$ cat config.mk
export PLATFORM = sky130hd
export DESIGN_NAME = sfov_ram
export DESIGN_NICKNAME = d
export VERILOG_FILES = /design/src/rtl/assert_macros.svh /design/src/rtl/sfov_ram.sv
export SDC_FILE = /design/constraint.sdc
export NUM_CORES = 2
export LEC_CHECK = 0
export BUFFER_PORTS_ARGS = -buffer_cell sky130_fd_sc_hd__buf_2
export CAP_MARGIN = 20
export CORE_MARGIN = 2
export CORE_UTILIZATION = 45
export CTS_CLUSTER_DIAMETER = 120
export DETAILED_ROUTE_END_ITERATION = 12
export GPL_ROUTABILITY_DRIVEN = 0
export HOLD_SLACK_MARGIN = 0.15
export PLACE_DENSITY = 0.64
export SYNTH_ARGS = -nofsm -noshare
export SYNTH_HDL_FRONTEND = slang
export SYNTH_SLANG_ARGS = --single-unit
$ cat constraint.sdc
create_clock -name clk_i -period 3.64 [get_ports clk_i]
set_clock_uncertainty 0.15 [all_clocks]
set_input_delay 0.364 -clock clk_i [delete_from_list [all_inputs] [get_ports clk_i]]
set_output_delay 0.364 -clock clk_i [all_outputs]
set_load 0.01 [all_outputs]
$ cat src/rtl/assert_macros.svh
// assertion macros used by the scan engine
`ifndef ASSERT_MACROS_SVH
`define ASSERT_MACROS_SVH
// same-cycle implication, checked outside reset
`define SFOV_ASSERT_IMP(lbl, ante, cons, msg) \
  lbl: assert property (@(posedge clk_i) disable iff (!rst_ni) (ante) |-> (cons)) \
    else $error(msg);
// next-cycle implication, checked outside reset
`define SFOV_ASSERT_NEXT(lbl, ante, cons, msg) \
  lbl: assert property (@(posedge clk_i) disable iff (!rst_ni) (ante) |=> (cons)) \
    else $error(msg);
`endif

$ cat src/rtl/sfov_ram.sv
// generic single-port ram with bit write mask and registered read
`default_nettype none
module sfov_ram #(
  parameter int WIDTH = 8,
  parameter int DEPTH = 256
) (
  input  wire logic                     clk_i,
  input  wire logic                     re_i,
  input  wire logic                     we_i,
  input  wire logic [$clog2(DEPTH)-1:0] addr_i,
  input  wire logic [WIDTH-1:0]         wmask_i,
  input  wire logic [WIDTH-1:0]         wdata_i,
  output logic      [WIDTH-1:0]         rdata_o
);

  logic [WIDTH-1:0] mem_q [DEPTH];
  logic [WIDTH-1:0] rdata_q;

  always_ff @(posedge clk_i) begin
    if (we_i) begin
      for (int b = 0; b < WIDTH; b++) begin
        if (wmask_i[b]) mem_q[addr_i][b] <= wdata_i[b];
      end
    end
    if (re_i) rdata_q <= mem_q[addr_i];
  end

  assign rdata_o = rdata_q;

endmodule
`default_nettype wire

# Yosys cells after proc, flatten, opt, wreduce, memory -nomap -nowiden
# Memories as Yosys holds them, arrays and structs flattened. A register that Yosys moved wholly into a read port is not among the register bits.
# Index checks and enable logic that the tools add are counted.
word_totals:
  ram_bits: 2048
  memories: 1
  ff_bits: 0
  word_cells: 25
  rom_bits: 0
  latchBits: 0
memory_table:
  columns: ["memory", "depth", "word_bits", "rd", "rd_ports_with_merged_regs", "wr", "line", "text"]
  rows:
  - ["mem_q", 256, 8, 1, 1, 1, "sfov_ram.sv:16", "logic [WIDTH-1:0] mem_q [DEPTH];"]
op_classes:
  bitwise: 0
  multipliers: 0
  n_div: 0
  reduce_logical: 0
  muxes: 24
  add_sub_neg: 0
  n_shift: 0
  eq_ne: 0
  magnitude_cmp: 0
ops:
  columns: ["operator", "n"]
  rows:
  - ["$mux 1", 24]

# Depth between registers and ports, before layout
logic_depth:
  depth_word: 3
  mapped_depth: 8
  mapped_depth_nobuf: 5

# Least setup slack after synthesis
# OpenSTA, ideal clock, no wires.
synth_path:
  path_kind: "input to register"
  start: "input addr_i[1]"
  end: "register rdata_q[0] (netlist: rdata_o[0]), read port of mem_q (data pin)"
  n_path_buf: 3
  setup_ps: 275
  t_arrival_ps: 2143
  setup_slack_ps: 1071
  path_stages: 8
  cell_sequence: "buf_2 clkbuf_1 clkbuf_1 mux4_2 a22oi_1 a21oi_1 o41ai_1 nand4_1"
synth_rtl:
  columns: ["element", "line", "text"]
  rows:
  - ["start: declaration", "sfov_ram.sv:10", "input wire logic [$clog2(DEPTH)-1:0] addr_i,"]
  - ["end: declaration", "sfov_ram.sv:17", "logic [WIDTH-1:0] rdata_q;"]

==> summary.json <==
{
  "detailroute.via_count": {"value": 51600},
  "placement.cell_area": {"value": 91400, "unit": "um2"},
  "grtUsageTotal": {"value": 0.237},
  "final_cell_mix": {"value": "nor2_1, edfxtp_1, mux4_2"},
  "worstPathCellList": {"value": "mux4_2 > a22oi_1 > a21oi_1 > o41ai_1 > buf_4 > nand4_1"},
  "total_power": {"value": 49200, "unit": "uW"},
  "max_slew.worst_pin.slew": {"value": 1.17, "unit": "ns"},
  "timing.setup.critical_path_class": {"value": "flip-flop to flip-flop"},
  "r2r-start": {"value": "mem_q[247][0]"},
  "die-area": {"value": 197000, "unit": "um2"},
  "static-leakage-power": {"value": 0.0300, "unit": "uW"},
  "route.final.wire_length": {"value": 234, "unit": "mm"},
  "clock_sink_count": {"value": 2056},
  "setup_repair_after_global_routing_missed_its_margin": {"value": "no"},
  "ctsRootBufferMaster": {"value": "clkbuf_16"},
  "ys.warnings.count": {"value": 0},
  "synth_nets": {"value": 5834},
  "clkLatencyLatePin": {"value": 0.85, "unit": "ns"},
  "detailedPlacementHpwl": {"value": 143, "unit": "mm"},
  "setup.worst_path.start_class": {"value": "flip-flop"},
  "switching_power_share_of_the_total": {"value": 0.223},
  "whs": {"value": 0.178, "unit": "ns"},
  "drt_drc_violations_left": {"value": 0},
  "path_clk_slew": {"value": 0.06, "unit": "ns"},
  "numPortBuffers": {"value": 34},
  "first_global_vias": {"value": 51000},
  "critical_path.endpoint": {"value": "rdata_o[0]"},
  "irDropWorstVdd": {"value": 0.431, "unit": "mV"},
  "post-route-cell-area": {"value": 97900, "unit": "um2"},
  "worstSetupEndpointType": {"value": "flip-flop"},
  "start_util": {"value": 0.452},
  "yosys.cell_types.count": {"value": 18},
  "drt_first_pass_iters": {"value": 6},
  "period_needed": {"value": 3.12, "unit": "ns"},
  "regToRegSetupSlack": {"value": 0.52, "unit": "ns"},
  "synth-seq-area-share": {"value": 0.710},
  "cts_resized": {"value": 0},
  "cts-root-to-sink-buffers": {"value": 3},
  "num_rows": {"value": 161},
  "ff2ff_path_depth": {"value": 6},
  "cp-startpoint": {"value": "mem_q[247][0]"},
  "avgSynthCellArea": {"value": 15.0, "unit": "um2"},
  "cts_made_buffers": {"value": 207},
  "cts_setup_buffers": {"value": 0},
  "internal-power": {"value": 38200, "unit": "uW"},
  "slowest_delay": {"value": 0.81, "unit": "ns"},
  "drt-wirelength-per-cell": {"value": 27.3, "unit": "um"},
  "critPathMaxFanout": {"value": 1},
  "area_growth": {"value": 12.5, "unit": "%"},
  "vias_per_cell": {"value": 6.03},
  "cp_slowest_cell": {"value": "o41ai_1"},
  "number_of_antenna_violations_at_the_first_check_in_global_routing": {"value": 8},
  "cts_tree": {"value": "yes"},
  "syn-instance-count": {"value": 5807},
  "timing.critical_path.required": {"value": 4.04, "unit": "ns"},
  "design.core.area": {"value": 192000, "unit": "um2"},
  "finalNetCount": {"value": 5879},
  "hold_class": {"value": "input port to flip-flop"},
  "finalHoldViolations": {"value": 0},
  "powerDensity": {"value": 502, "unit": "nW/um2"},
  "io-pin-count": {"value": 35},
  "outcome": {"value": "complete, no violations"},
  "drtIter0Drc": {"value": 6533},
  "rr_endpoint": {"value": "rdata_o[0]"},
  "final.period_utilization": {"value": 0.856},
  "max_cap_check_violation_count": {"value": 0},
  "syn-cell-area": {"value": 87000, "unit": "um2"},
  "maximum_number_of_pins_on_one_net_before_global_route_repair": {"value": 125},
  "pwr-share-clk": {"value": 0.410},
  "commonest_non_fill_non_tap_cell_in_the_layout": {"value": "nor2_1"},
  "seq_power_share": {"value": 0.531},
  "arrival": {"value": 3.52, "unit": "ns"},
  "grt_pass1_wl": {"value": 344, "unit": "mm"},
  "switching_power": {"value": 11000, "unit": "uW"},
  "layout-drive-gt1-share": {"value": 0.182},
  "antenna_left": {"value": 0},
  "comb_power_share": {"value": 0.059},
  "maxSlewHeadroom": {"value": 0.218},
  "global_route.overflow_total": {"value": 0},
  "ctsHtreeMaxLevel": {"value": 4},
  "die_w": {"value": 444, "unit": "um"},
  "fp.dieH": {"value": 444, "unit": "um"},
  "finalSetupViolations": {"value": 0},
  "ys_ff_latch": {"value": 2056},
  "timing_max_transition_violations_final": {"value": 0},
  "clock.fmax": {"value": 321, "unit": "MHz"}
}
[worst min path at each step]
stage | startpoint | to | slack (ns) | cells past startpoint
finish | wdata_i[5] | mem_q[92][5] | 0.18 | 1
global route | we_i | mem_q[67][1] | 0.21 | 3
CTS | wmask_i[6] | mem_q[153][6] | 0.16 | 3
detailed placement | re_i | rdata_o[3] | 0.69 | 1
global placement | wdata_i[0] | mem_q[184][0] | 0.68 | 1
floorplan | wdata_i[0] | mem_q[0][0] | 0.31 | 0
[what timing repair did]
action,CTS,global route
hold buffers,14,0
endpoints found under the setup margin,0,0
endpoints found under the hold margin,843,0
[power by group through the flow]
stage | sequential [uW] | combinational, uW | clock (uW)
after detailed placement | 26600 | 2860 | 0
after floorplan | 26600 | 1450 | 0
after CTS | 26100 | 2880 | 20400
after global placement | 26600 | 2830 | 0
after global routing | 26100 | 3030 | 21300
final | 26100 | 2880 | 20200
[layout make-up]
type                    instances  area, um2
fillers                     15700      94500
flip-flops and latches       2056      61700
multi-input cells            3302      23600
clock buffers                 266       5440
well taps                    2526       3160
repair buffers                285       3060
clock inverters               118        881
diodes                          2       5.00
[cell usage after synthesis]
cell type  count  area (um2)
a21oi_1      128         641
a22oi_1      256        1920
and2_1         2        12.5
buf_1         30         113
buf_2         60         300
buf_4          1        7.51
buf_6         14         158
clkbuf_1     344        1290
edfxtp_1    2056       61700
mux4_2       512       11500
nand2_1      268        1010
nand2b_1       8        50.1
nand4_1        8        50.1
nor2_1      2074        7780
nor2b_1        4        25.0
nor3_1         8        40.0
o41ai_1       32         280
or2_2          2        12.5
[sequential cells by signal (all words and copies together), names as in the netlist]
signal / count
mem_q: 2048
rdata_o: 8
[per-stage QoR]
step | setup TNS, ns | util | std cells | setup WS (ns)
after detailed placement | -1.39 | 0.475 | 8153 | -0.340
after CTS | 0 | 0.509 | 8551 | 0.454
after floorplan | 0 | - | 5807 | 1.07
after global routing | 0 | 0.509 | 8553 | 0.520
after global placement | -2.19 | 0.475 | 8151 | -0.605
final | 0 | 0.509 | 8555 | 0.523
[worst max-delay path: cells and delay by family (launching register included)]
kind | cells | cell delay [ns]
DFF | 1 | 0.35
buffers and inverters | 1 | 0.27
AOI/OAI and AO/OA | 3 | 1.48
and+or+nand+nor | 1 | 0.08
muxes | 1 | 0.50
[logic make-up (layout without fill, tap and decap cells)]
group | count (synthesis) | in the layout | synth area share
buffers and inverters | 449 | 669 | 0.0215
multiplexers | 512 | 512 | 0.133
AND/OR/NAND/NOR | 2374 | 2374 | 0.103
AO/OA/AOI/OAI | 416 | 416 | 0.0327
flip-flops | 2056 | 2056 | 0.710
other | 0 | 2 | 0
[metal layers]
layer  routed length [um]  vias up  GRT usage  share of wire
met1                91100    26900      0.328           0.39
met3                20800      416     0.0377          0.089
li1                     -    21800          -              -
met5                   73        -          0        0.00031
met2               115000     2509      0.389           0.49
met4                 7250       10     0.0732          0.031
Note: power is estimated with default switching activity, not from simulation.
