$ cat config.mk
export PLATFORM = sky130hd
export DESIGN_NAME = sfov_scan
export DESIGN_NICKNAME = d
export VERILOG_FILES = /design/src/rtl/sfov_pkg.sv /design/src/rtl/sfov_scan.sv
export VERILOG_INCLUDE_DIRS = /design/src /design/src/rtl
export SDC_FILE = /design/constraint.sdc
export NUM_CORES = 2
export LEC_CHECK = 0
export BUFFER_PORTS_ARGS = -buffer_cell sky130_fd_sc_hd__buf_2
export CAP_MARGIN = 40
export CORE_UTILIZATION = 55
export DETAILED_ROUTE_END_ITERATION = 10
export PLACE_DENSITY = 0.79
export SYNTH_ARGS = -nofsm -noshare
export SYNTH_HDL_FRONTEND = slang
export SYNTH_SLANG_ARGS = --single-unit
$ cat constraint.sdc
create_clock -name clk_i -period 22.5 [get_ports clk_i]
set_input_delay 3.375 -clock clk_i [delete_from_list [all_inputs] [get_ports clk_i]]
set_output_delay 3.375 -clock clk_i [all_outputs]
set_load 0.05 [all_outputs]
$ cat src/rtl/assert_macros.svh
// assertion macros used by the scan engine
`ifndef ASSERT_MACROS_SVH
`define ASSERT_MACROS_SVH
// same-cycle implication, checked outside reset
`define SFOV_ASSERT_IMP(lbl, ante, cons, msg) \
  lbl: assert property (@(posedge clk_i) disable iff (!rst_ni) (ante) |-> (cons)) \
    else $error(msg);
// next-cycle implication, checked outside reset
`define SFOV_ASSERT_NEXT(lbl, ante, cons, msg) \
  lbl: assert property (@(posedge clk_i) disable iff (!rst_ni) (ante) |=> (cons)) \
    else $error(msg);
`endif

$ cat src/rtl/sfov_pkg.sv
// types, constants and helpers of the field-of-view unit
`default_nettype none
package sfov_pkg;

  localparam int GRID_SIDE_MAX = 64;
  localparam int RADIUS_MAX    = 31;
  localparam int COORD_W       = $clog2(GRID_SIDE_MAX);
  localparam int ADDR_W        = 2 * COORD_W;
  localparam int CELLS         = GRID_SIDE_MAX * GRID_SIDE_MAX;
  localparam int MAP_W         = 7;
  localparam int RAD_W         = 5;
  localparam int STACK_DEPTH   = RADIUS_MAX + 1;
  localparam int STACK_IDX_W   = $clog2(STACK_DEPTH);
  localparam int DEPTH_W       = STACK_IDX_W + 1;
  localparam int ROW_W         = $clog2(RADIUS_MAX + 2);
  localparam int DX_W          = ROW_W + 2;
  localparam int POS_W         = COORD_W + 2;
  localparam int NUM_W         = ROW_W + 3;
  localparam int DEN_W         = ROW_W + 1;
  localparam int PROD_W        = NUM_W + DEN_W + 1;

  // bit layout of one cell entry
  localparam int CELL_W    = 3;
  localparam int CELL_VIS  = 0;
  localparam int CELL_EXP  = 1;
  localparam int CELL_OPAC = 2;

  typedef enum logic [1:0] {
    OP_WRITE = 2'd0,
    OP_FOV   = 2'd1,
    OP_READ  = 2'd2,
    OP_NONE  = 2'd3
  } sfov_op_e;

  typedef enum logic [2:0] {
    T_INIT, T_IDLE, T_WRITE, T_READ, T_START, T_SCAN, T_RESP
  } sfov_top_e;

  typedef enum logic [2:0] {
    S_IDLE, S_CLEAR, S_ORIGIN, S_OCT, S_STEP, S_CELL, S_DONE
  } sfov_scan_e;

  typedef struct packed {
    logic [ROW_W-1:0]        row;
    logic signed [DX_W-1:0]  dx;
    logic signed [NUM_W-1:0] sn;
    logic [DEN_W-1:0]        sd;
    logic signed [NUM_W-1:0] en;
    logic [DEN_W-1:0]        ed;
    logic signed [NUM_W-1:0] nn;
    logic [DEN_W-1:0]        nd;
    logic                    blocked;
  } sfov_frame_t;

  typedef struct packed {
    logic              re;
    logic              we;
    logic [ADDR_W-1:0] addr;
    logic [CELL_W-1:0] wmask;
    logic [CELL_W-1:0] wdata;
  } sfov_mem_req_t;

  typedef struct packed {
    logic [COORD_W-1:0] ox;
    logic [COORD_W-1:0] oy;
    logic [RAD_W-1:0]   radius;
    logic [MAP_W-1:0]   w_eff;
    logic [MAP_W-1:0]   h_eff;
  } sfov_cmd_t;

  // octant transforms: px uses m0, m1 and py uses m2, m3
  localparam logic signed [1:0] OCT_M [8][4] = '{
    '{ 2'sd1,  2'sd0,  2'sd0,  2'sd1}, '{ 2'sd0,  2'sd1,  2'sd1,  2'sd0},
    '{ 2'sd0, -2'sd1,  2'sd1,  2'sd0}, '{-2'sd1,  2'sd0,  2'sd0,  2'sd1},
    '{-2'sd1,  2'sd0,  2'sd0, -2'sd1}, '{ 2'sd0, -2'sd1, -2'sd1,  2'sd0},
    '{ 2'sd0,  2'sd1, -2'sd1,  2'sd0}, '{ 2'sd1,  2'sd0,  2'sd0, -2'sd1}
  };

  function automatic logic signed [DX_W-1:0] unit_mul(input logic signed [1:0] m,
                                                      input logic signed [DX_W-1:0] v);
    logic signed [DX_W-1:0] r;
    r = '0;
    if (m == 2'sd1) r = v;
    else if (m == -2'sd1) r = -v;
    return r;
  endfunction

  // a/b < c/d with positive denominators
  function automatic logic slope_less(input logic signed [NUM_W-1:0] a,
                                      input logic [DEN_W-1:0] b,
                                      input logic signed [NUM_W-1:0] c,
                                      input logic [DEN_W-1:0] d);
    logic signed [PROD_W-1:0] p;
    logic signed [PROD_W-1:0] q;
    p = a * $signed({1'b0, d});
    q = c * $signed({1'b0, b});
    return p < q;
  endfunction

  function automatic logic [MAP_W-1:0] clamp_map(input logic [MAP_W-1:0] v);
    return (v > MAP_W'(GRID_SIDE_MAX)) ? MAP_W'(GRID_SIDE_MAX) : v;
  endfunction

endpackage
`default_nettype wire

$ cat src/rtl/sfov_scan.sv
// shadowcasting scan engine with frame stack
`default_nettype none
`include "assert_macros.svh"
module sfov_scan
  import sfov_pkg::*;
(
  input  wire logic          clk_i,
  input  wire logic          rst_ni,
  input  wire logic          start_i,
  input  wire sfov_cmd_t     cmd_i,
  input  wire logic [CELL_W-1:0] mem_rdata_i,
  output sfov_mem_req_t      mem_req_o,
  output logic               done_o
);

  sfov_scan_e state_q, state_d;
  sfov_cmd_t  cmd_q;
  logic [2*RAD_W-1:0]  rr_q;
  logic [ADDR_W-1:0]   clr_q, clr_d;
  logic [2:0]          oct_q, oct_d;
  sfov_frame_t         cur_q, cur_d, cur_upd;
  logic [DEPTH_W-1:0]  depth_q, depth_d;
  sfov_frame_t         stack_q [STACK_DEPTH];
  logic                push_we;

  // latched cell under test
  logic [ROW_W-1:0]        c_adx_q;
  logic signed [NUM_W-1:0] c_ln_q, c_rn_q;
  logic [DEN_W-1:0]        c_ld_q, c_rd_q;
  logic                    c_onmap_q;
  logic [ADDR_W-1:0]       c_addr_q;

  // step datapath
  logic signed [DX_W-1:0]  dxn, negdx, dy, offx, offy;
  logic [ROW_W-1:0]        adx;
  logic signed [NUM_W-1:0] ln, rn;
  logic [DEN_W-1:0]        ld, rd;
  logic signed [POS_W-1:0] px, py;
  logic                    step_onmap, origin_on;
  logic                    less_start, less_end, step_pop, dx_neg, go_cell;
  logic [ADDR_W-1:0]       step_addr;
  logic [DEPTH_W-1:0]      dm1;

  // cell datapath
  logic [2*ROW_W-1:0]      sq_a, sq_b;
  logic [2*ROW_W:0]        dist_sq;
  logic                    wall, lit, push_ok;

  always_comb begin
    dxn    = cur_q.dx + DX_W'(1);
    negdx  = -dxn;
    adx    = negdx[ROW_W-1:0];
    ln     = $signed(NUM_W'({adx, 1'b1}));
    rn     = ln - NUM_W'(2);
    ld     = {cur_q.row, 1'b0} - DEN_W'(1);
    rd     = {cur_q.row, 1'b1};
    dy     = -$signed({2'b00, cur_q.row});
    offx   = unit_mul(OCT_M[oct_q][0], dxn) + unit_mul(OCT_M[oct_q][1], dy);
    offy   = unit_mul(OCT_M[oct_q][2], dxn) + unit_mul(OCT_M[oct_q][3], dy);
    px     = $signed(POS_W'({2'b00, cmd_q.ox})) + POS_W'(offx);
    py     = $signed(POS_W'({2'b00, cmd_q.oy})) + POS_W'(offy);
    step_onmap = !px[POS_W-1] && !py[POS_W-1]
              && ($unsigned(px) < POS_W'(cmd_q.w_eff))
              && ($unsigned(py) < POS_W'(cmd_q.h_eff));
    step_addr  = {py[COORD_W-1:0], px[COORD_W-1:0]};
    origin_on  = (MAP_W'(cmd_q.ox) < cmd_q.w_eff) && (MAP_W'(cmd_q.oy) < cmd_q.h_eff);
    less_start = slope_less(cur_q.sn, cur_q.sd, rn, rd);
    less_end   = slope_less(ln, ld, cur_q.en, cur_q.ed);
    dx_neg     = cur_q.dx[DX_W-1];
    step_pop   = (cur_q.row > ROW_W'(cmd_q.radius)) || (!dx_neg && cur_q.blocked);
    go_cell    = !step_pop && dx_neg && !less_start && !less_end;
    dm1        = depth_q - DEPTH_W'(1);

    sq_a = c_adx_q * c_adx_q;
    sq_b = cur_q.row * cur_q.row;
    dist_sq = {1'b0, sq_a} + {1'b0, sq_b};
    wall = !c_onmap_q || mem_rdata_i[CELL_OPAC];
    lit  = c_onmap_q && (dist_sq < (2*ROW_W+1)'(rr_q));
    push_ok = !slope_less(cur_q.sn, cur_q.sd, c_ln_q, c_ld_q)
           && (depth_q < DEPTH_W'(STACK_DEPTH - 1));
  end

  // next state
  always_comb begin
    state_d = state_q;
    unique case (state_q)
      S_IDLE:   if (start_i) state_d = S_CLEAR;
      S_CLEAR:  if (clr_q == '1) state_d = S_ORIGIN;
      S_ORIGIN: state_d = S_OCT;
      S_OCT:    state_d = S_STEP;
      S_STEP: begin
        priority if (step_pop && depth_q == '0) state_d = (oct_q == 3'd7) ? S_DONE : S_OCT;
        else if (go_cell)                        state_d = S_CELL;
        else                                     state_d = S_STEP;
      end
      S_CELL:   state_d = S_STEP;
      S_DONE:   state_d = S_IDLE;
      default:  state_d = S_IDLE;
    endcase
  end

  // frame and stack updates
  always_comb begin
    cur_d   = cur_q;
    depth_d = depth_q;
    oct_d   = oct_q;
    clr_d   = clr_q;
    push_we = 1'b0;
    cur_upd = cur_q;
    cur_upd.blocked = 1'b1;
    cur_upd.nn      = c_rn_q;
    cur_upd.nd      = c_rd_q;
    unique case (state_q)
      S_IDLE:   clr_d = '0;
      S_CLEAR:  clr_d = clr_q + ADDR_W'(1);
      S_ORIGIN: oct_d = '0;
      S_OCT: begin
        cur_d.row = ROW_W'(1);
        cur_d.dx  = -DX_W'(2);
        cur_d.sn  = NUM_W'(1);
        cur_d.sd  = DEN_W'(1);
        cur_d.en  = '0;
        cur_d.ed  = DEN_W'(1);
        cur_d.nn  = '0;
        cur_d.nd  = DEN_W'(1);
        cur_d.blocked = 1'b0;
      end
      S_STEP: begin
        priority if (step_pop) begin
          if (depth_q == '0) begin
            oct_d = oct_q + 3'd1;
          end else begin
            cur_d   = stack_q[dm1[STACK_IDX_W-1:0]];
            depth_d = dm1;
          end
        end else if (!dx_neg) begin
          cur_d.row = cur_q.row + ROW_W'(1);
          cur_d.dx  = -$signed({2'b00, cur_q.row}) - DX_W'(2);
        end else begin
          cur_d.dx = (!less_start && less_end) ? '0 : dxn;
        end
      end
      S_CELL: begin
        if (cur_q.blocked) begin
          if (wall) begin
            cur_d.nn = c_rn_q;
            cur_d.nd = c_rd_q;
          end else begin
            cur_d.blocked = 1'b0;
            cur_d.sn      = cur_q.nn;
            cur_d.sd      = cur_q.nd;
          end
        end else if (wall && (cur_q.row < ROW_W'(cmd_q.radius))) begin
          if (push_ok) begin
            push_we   = 1'b1;
            depth_d   = depth_q + DEPTH_W'(1);
            cur_d.row = cur_q.row + ROW_W'(1);
            cur_d.dx  = -$signed({2'b00, cur_q.row}) - DX_W'(2);
            cur_d.sn  = cur_q.sn;
            cur_d.sd  = cur_q.sd;
            cur_d.en  = c_ln_q;
            cur_d.ed  = c_ld_q;
            cur_d.nn  = '0;
            cur_d.nd  = DEN_W'(1);
            cur_d.blocked = 1'b0;
          end else begin
            cur_d = cur_upd;
          end
        end
      end
      S_DONE:  depth_d = '0;
      default: ;
    endcase
  end

  // memory requests and completion
  always_comb begin
    mem_req_o = '0;
    done_o    = 1'b0;
    unique case (state_q)
      S_CLEAR: begin
        mem_req_o.we    = 1'b1;
        mem_req_o.addr  = clr_q;
        mem_req_o.wmask[CELL_VIS] = 1'b1;
      end
      S_ORIGIN: begin
        mem_req_o.we    = origin_on;
        mem_req_o.addr  = {cmd_q.oy, cmd_q.ox};
        mem_req_o.wmask[CELL_VIS] = 1'b1;
        mem_req_o.wmask[CELL_EXP] = 1'b1;
        mem_req_o.wdata = '1;
      end
      S_STEP: begin
        mem_req_o.re   = go_cell && step_onmap;
        mem_req_o.addr = step_addr;
      end
      S_CELL: begin
        mem_req_o.we    = lit;
        mem_req_o.addr  = c_addr_q;
        mem_req_o.wmask[CELL_VIS] = 1'b1;
        mem_req_o.wmask[CELL_EXP] = 1'b1;
        mem_req_o.wdata = '1;
      end
      S_DONE:  done_o = 1'b1;
      default: ;
    endcase
  end

  always_ff @(posedge clk_i or negedge rst_ni) begin
    if (!rst_ni) begin
      state_q <= S_IDLE;
      depth_q <= '0;
      oct_q   <= '0;
      clr_q   <= '0;
    end else begin
      state_q <= state_d;
      depth_q <= depth_d;
      oct_q   <= oct_d;
      clr_q   <= clr_d;
    end
  end

  always_ff @(posedge clk_i) begin
    cur_q <= cur_d;
    if (state_q == S_IDLE && start_i) begin
      cmd_q <= cmd_i;
      rr_q  <= cmd_i.radius * cmd_i.radius;
    end
    if (state_q == S_STEP) begin
      c_adx_q   <= adx;
      c_ln_q    <= ln;
      c_rn_q    <= rn;
      c_ld_q    <= ld;
      c_rd_q    <= rd;
      c_onmap_q <= step_onmap;
      c_addr_q  <= step_addr;
    end
    if (push_we) stack_q[depth_q[STACK_IDX_W-1:0]] <= cur_upd;
  end

  `SFOV_ASSERT_IMP(a_no_rw_clash, mem_req_o.re, !mem_req_o.we, "scan reads and writes at once")
  `SFOV_ASSERT_IMP(a_done_empty, done_o, depth_q == '0, "frames left at end of scan")
  `SFOV_ASSERT_IMP(a_stack_bound, 1'b1, depth_q < DEPTH_W'(STACK_DEPTH), "frame stack overrun")
  `SFOV_ASSERT_NEXT(a_push_grows, push_we, depth_q == $past(depth_q) + DEPTH_W'(1),
                    "push did not grow the stack")

endmodule
`default_nettype wire
== Yosys cells after proc, flatten, opt, wreduce, memory -nomap -nowiden ==
Memories as Yosys holds them, arrays and structs flattened.
Cells that the tools add are included.

* Logic and storage cells: 194
* Bits in latches: 0
* Input port bits: 37
* Memories: 2
* Output and inout port bits: 21
* Flip-flop bits (word level): 168
* Memory bits (writable): 1952
* ROM bits: 64

* $add $sub $neg: 17
* Shift-type cells: 0
* Equality and inequality tests: 30
* Reductions and logical operators: 43
* Divide/modulo/power cells: 0
* $lt $le $gt $ge: 12
* Multiplexer cells: 55
* Bitwise logic cells: 1
* $mul: 9

{| class="wikitable"
|+ Memory list
! memory !! depth !! width !! rd ports !! clocked after memory_dff !! write ports !! line !! text
|-
| stack_q || 32 || 61 || 1 || 0 || 1 || sfov_scan.sv:23 || <nowiki>sfov_frame_t stack_q [STACK_DEPTH];</nowiki>
|-
| (name not given) || 8 || 8 || 1 || 0 || 0 || sfov_scan.sv:59 || <nowiki>offy = unit_mul(OCT_M[oct_q][2], dxn) + unit_mul(OCT_M[oct_q][3], dy);</nowiki>
|}

{| class="wikitable"
|+ Operators by type and width
! operator !! number
|-
| two-way mux 63 bit || 3
|-
| one-hot mux 63 bit (3 select lines) || 1
|-
| two-way mux 8 bit || 12
|-
| two-way mux 16 bit || 4
|-
| multiplier 9 x 8 -> 17 bit || 3
|-
| two-way mux 49 bit || 1
|-
| one-hot mux 12 bit (4 select lines) || 1
|-
| two-way mux 6 bit || 6
|-
| multiplier 7 x 7 -> 14 bit || 2
|-
| two-way mux 14 bit || 2
|-
| multiplier 6 x 6 -> 12 bit || 2
|-
| one-hot mux 12 bit (2 select lines) || 1
|-
| two-way mux 3 bit || 7
|-
| inequality test 2 bit, second input constant || 10
|-
| one-hot mux 6 bit (3 select lines) || 1
|-
| AND reduction 6 bit || 3
|-
| < comparator 15 x 17 -> 1 bit || 1
|-
| < comparator 17 x 15 -> 1 bit || 1
|-
| < comparator 17 x 16 -> 1 bit || 1
|-
| two-way mux 17 bit || 1
|-
| adder 7 x 8 -> 8 bit || 2
|-
| adder 8 bit || 2
|-
| < comparator 8 x 7 -> 1 bit || 2
|-
| multiplier 8 x 8 -> 16 bit || 1
|-
| 42 further kinds || 97
|}

== Longest topological paths before layout ==
* Depth in word-level cells: 15
* Depth in mapped cells: 34
* Depth with buffers taken out: 33

== Least setup slack after synthesis ==
OpenSTA, ideal clock, no wires.

* Kind: register to output
* Start point: reg cur_q[49] in the netlist's numbering
* End point: out mem_req_o[19] in the netlist's numbering
* Buffers on the path: 1
* Arrival time: 8.374 ns
* Stages on the path, launching flop included: 32
* Setup slack: 10.751 ns
* Required time: 19.125 ns
* Cell sequence: edfxtp_1 > ha_1 > buf_2 > nand3_1 > xor2_2 > nand4_1 > xnor2_2 > nor4_2 > and2_1 > inv_1 > fa_1 > fa_1 > inv_1 > fa_1 > inv_1 > fa_1 > inv_1 > ha_1 > and3_1 > a211o_1 > a21o_1 > a21oi_1 > xor2_1 > ha_1 > nand4_1 > nor2_1 > a221oi_1 > o21ai_0 > a311oi_1 > nor3_1 > nand3_1 > nor4_2

{| class="wikitable"
|+ RTL lines
! element !! line !! text
|-
| start, declared || sfov_scan.sv:21 || <nowiki>sfov_frame_t cur_q, cur_d, cur_upd;</nowiki>
|-
| start signal, assigned || sfov_scan.sv:224 || <nowiki>cur_q <= cur_d;</nowiki>
|-
| end, declared || sfov_scan.sv:12 || <nowiki>output sfov_mem_req_t mem_req_o,</nowiki>
|}

==> results.yml <==
clock_network:
  clockBufferDepth: 3
  clk_latency_ns: 0.87
  clk_pin_slew_ns: 0.07
  postCtsSetupBuffers: 0
  cts-root-buf: "clkbuf_16"
  cts_tree: "done"
  cts_buffers: 191
  cts_hold_buf: 0
  cts_sinks: 2051
  htreeDepth: 4
  cts_resized: 0
grt:
  antenna_found_initial: 3
  track_usage_pct: 30.05
  grt_pass1_wl_um: 385800
  grt.overflow.total: 0
  grt_max_degree: 164
  grt_pass1_vias: 56622
drt:
  vias_per_cell: 6.627
  detail-route-antenna-nets: 0
  routedWlPerCell_um: 32.09
  dr_wl_met3_um: 29530
  first_iter_violations: 7862
  drtPass1Iterations: 7
  drc_errors: 0
  vias: 54912
  wl_met1_um: 90510
  dr.max_layer_used: "met5"
  dr_wl_met2_um: 130000
  drt-total-wl_um: 265900
timing:
  setup_viol: 0
  hold-worst-slack_ns: 0.5522
  fin_worst_skew_ns: 0.07017
  maxSlewViolCount: 0
  fin_crit_ns: 13.89
  rsz0062_at_grt: "false"
  hold_violations: 0
  setup_tns_ns: 0
  period_share_pct: 61.75
  timing.slew.headroom_pct: 28.27
  max_freq_mhz: 71.98
  worst_pin_slew_ns: 1.076
power_and_ir_drop:
  ir_drop_v: 0.00007703
  totalPowerFinal_w: 0.007476
  power_density_mw_per_mm2: 68.97
  power_leakage_nw: 40.02
min_path:
  whs_endpoint: "clr_q[1]"
  min_path_cells: 2
  hold_start: "clr_q[1]"
  hold_path_class: "flip-flop to flip-flop"
worst_setup_path:
  cp_slowest_stage_delay_ns: 1.06
  cp-end-kind: "primary output"
  critPathKind: "flip-flop to primary output"
  cp-start-kind: "flip-flop"
  slowest_stage: "edfxtp_1"
  crit_path_frequent_cell: "fa_1"
  cp_data_required_time_ns: 19.12
  r2r_end: "stack_q[19][48]"
  ff2ff_path_depth: 27
  r2r-start: "cur_q[36]"
  critical_path_arrival_ns: 10.52
  worstPathMaxFanout: 34
  rrSetupSlack_ns: 12.53
logic_synthesis:
  syn_avg_cell_area_um2: 17.51
  synth_top_area_share_pct: 62.77
  netlist_area_mm2: 0.09696
  yosysWarnings: 0
  netlist_top_cells_area: "edfxtp_1, mux4_2, fa_1"
  yosysUniqueCellTypes: 82
  syn_inst: 5539
  yosys.area.top_type: "edfxtp_1"
  synth_edf_count: 2027
  synth.most_common_cell: "edfxtp_1"
  ys_top_cells_by_count: "edfxtp_1, mux4_2, inv_1, ha_1, fa_1"
  synthArstFlopShare_pct: 1.170
  ys_seq_area_share_pct: 63.39
  ys.flop_type: "edfxtp_1"
  ys_ff_latch: 2051
final_layout:
  nNetsFinal: 6477
  drive_gt1_share_pct: 19.80
  area_growth_syn_to_layout_pct: 11.79
die:
  core_mm2: 0.1744
  dieArea_mm2: 0.1780
  die_x_um: 421.9
  start_util_pct: 55.60
  fp.dieH_um: 421.9
  num_io_pins: 58
  rows: 153
placement:
  globalplace.congestion: 0.8902
  port_buffers: 54
  hpwl_um: 144400
run:
  cap_viol_max_count: 0
status:
  outcome: "complete, no violations"
state kept, by name, summed over array words and instances, names as in the netlist, 6 cells and up:
| register | cells |
|---|---|
| c_ld_q | 6 |
| clr_q | 12 |
| depth_q | 6 |
| c_rn_q | 7 |
| cmd_q | 31 |
| c_addr_q | 12 |
| c_rd_q | 6 |
| rr_q | 8 |
| cur_q | 62 |
| c_ln_q | 6 |
| stack_q | 1888 |
metal layers:
| metal | global-route usage (%) | vias to the layer above |
|---|---|---|
| li1 | - | 21686 |
| met2 | 49.67 | 4114 |
| met1 | 37.82 | 28135 |
| met4 | 14.97 | 2 |
| met5 | 0 | - |
| met3 | 6.350 | 975 |
cell type report:
type / count / area (µm²)
clock inverter: 124 / 1289
multi-input combinational: 2823 / 33210
sequential: 2051 / 61470
timing repair buffer: 249 / 2774
inverter: 483 / 1813
tap: 2325 / 2909
clock buffer: 229 / 4922
fill: 11462 / 66000
antenna: 2 / 5.005
cells by family (layout without fill, tap and decap cells):
| kind of cell | Yosys count | in the layout | synth area share, % |
|---|---|---|---|
| simple gates | 869 | 869 | 4.411 |
| other cells | 1 | 62 | 0.003867 |
| fa+ha+maj | 641 | 641 | 10.54 |
| buf+inv | 724 | 1085 | 2.905 |
| mux | 643 | 643 | 14.26 |
| flops | 2051 | 2051 | 63.39 |
| xor+xnor | 149 | 149 | 1.377 |
| compound gates | 461 | 461 | 3.114 |
placed cells by master (no fill, tap or decap), drive strengths merged, types with 59 or more instances in the layout:
cell	n
edfxtp	2027
mux4	590
inv	485
ha	348
fa	293
nand2	288
buf	247
clkbuf	231
and2	178
nor2	178
a21oi	120
xnor2	107
clkinv	97
o21ai	91
conb	60
nor2b	59
where the power goes:
group / total (W) / switching, W / leakage, nW / internal [W]
clock network: 0.00325 / 0.00148 / 3.00 / 0.00177
registers: 0.00416 / 0.0000129 / 20.3 / 0.00414
logic: 0.0000676 / 0.0000443 / 16.7 / 0.0000233
critical path: cells and delay by family, from the launching register on:
kind | cells | cell delay, ns
buf+inv | 5 | 0.91
xor+xnor | 4 | 1.54
flops | 1 | 1.06
compound gates | 6 | 1.10
fa+ha+maj | 7 | 3.12
simple gates | 10 | 1.94
worst max-delay path by stage:
stage,endpoint,slack [ns],startpoint,depth (start not counted)
final,mem_req_o[19],8.61,cur_q[50],32
after floorplan,mem_req_o[19],10.75,cur_q[49],31
after global placement,mem_req_o[19],9.45,cur_q[50],32
after CTS,mem_req_o[19],8.83,cur_q[50],33
after detailed placement,mem_req_o[19],9.77,cur_q[50],33
after global routing,mem_req_o[19],8.26,cur_q[50],33
stage by stage:
step	std cells	util, %	cell area [µm²]	setup slack (ns)
after floorplan	5598	-	97180	10.75
final	8286	62.16	108400	8.607
after CTS	8279	62.12	108300	8.830
after detailed placement	7926	58.56	102100	9.770
after global placement	7863	57.73	100700	9.451
after global routing	8285	62.15	108400	8.263
Power figures use the tool's default switching activity.
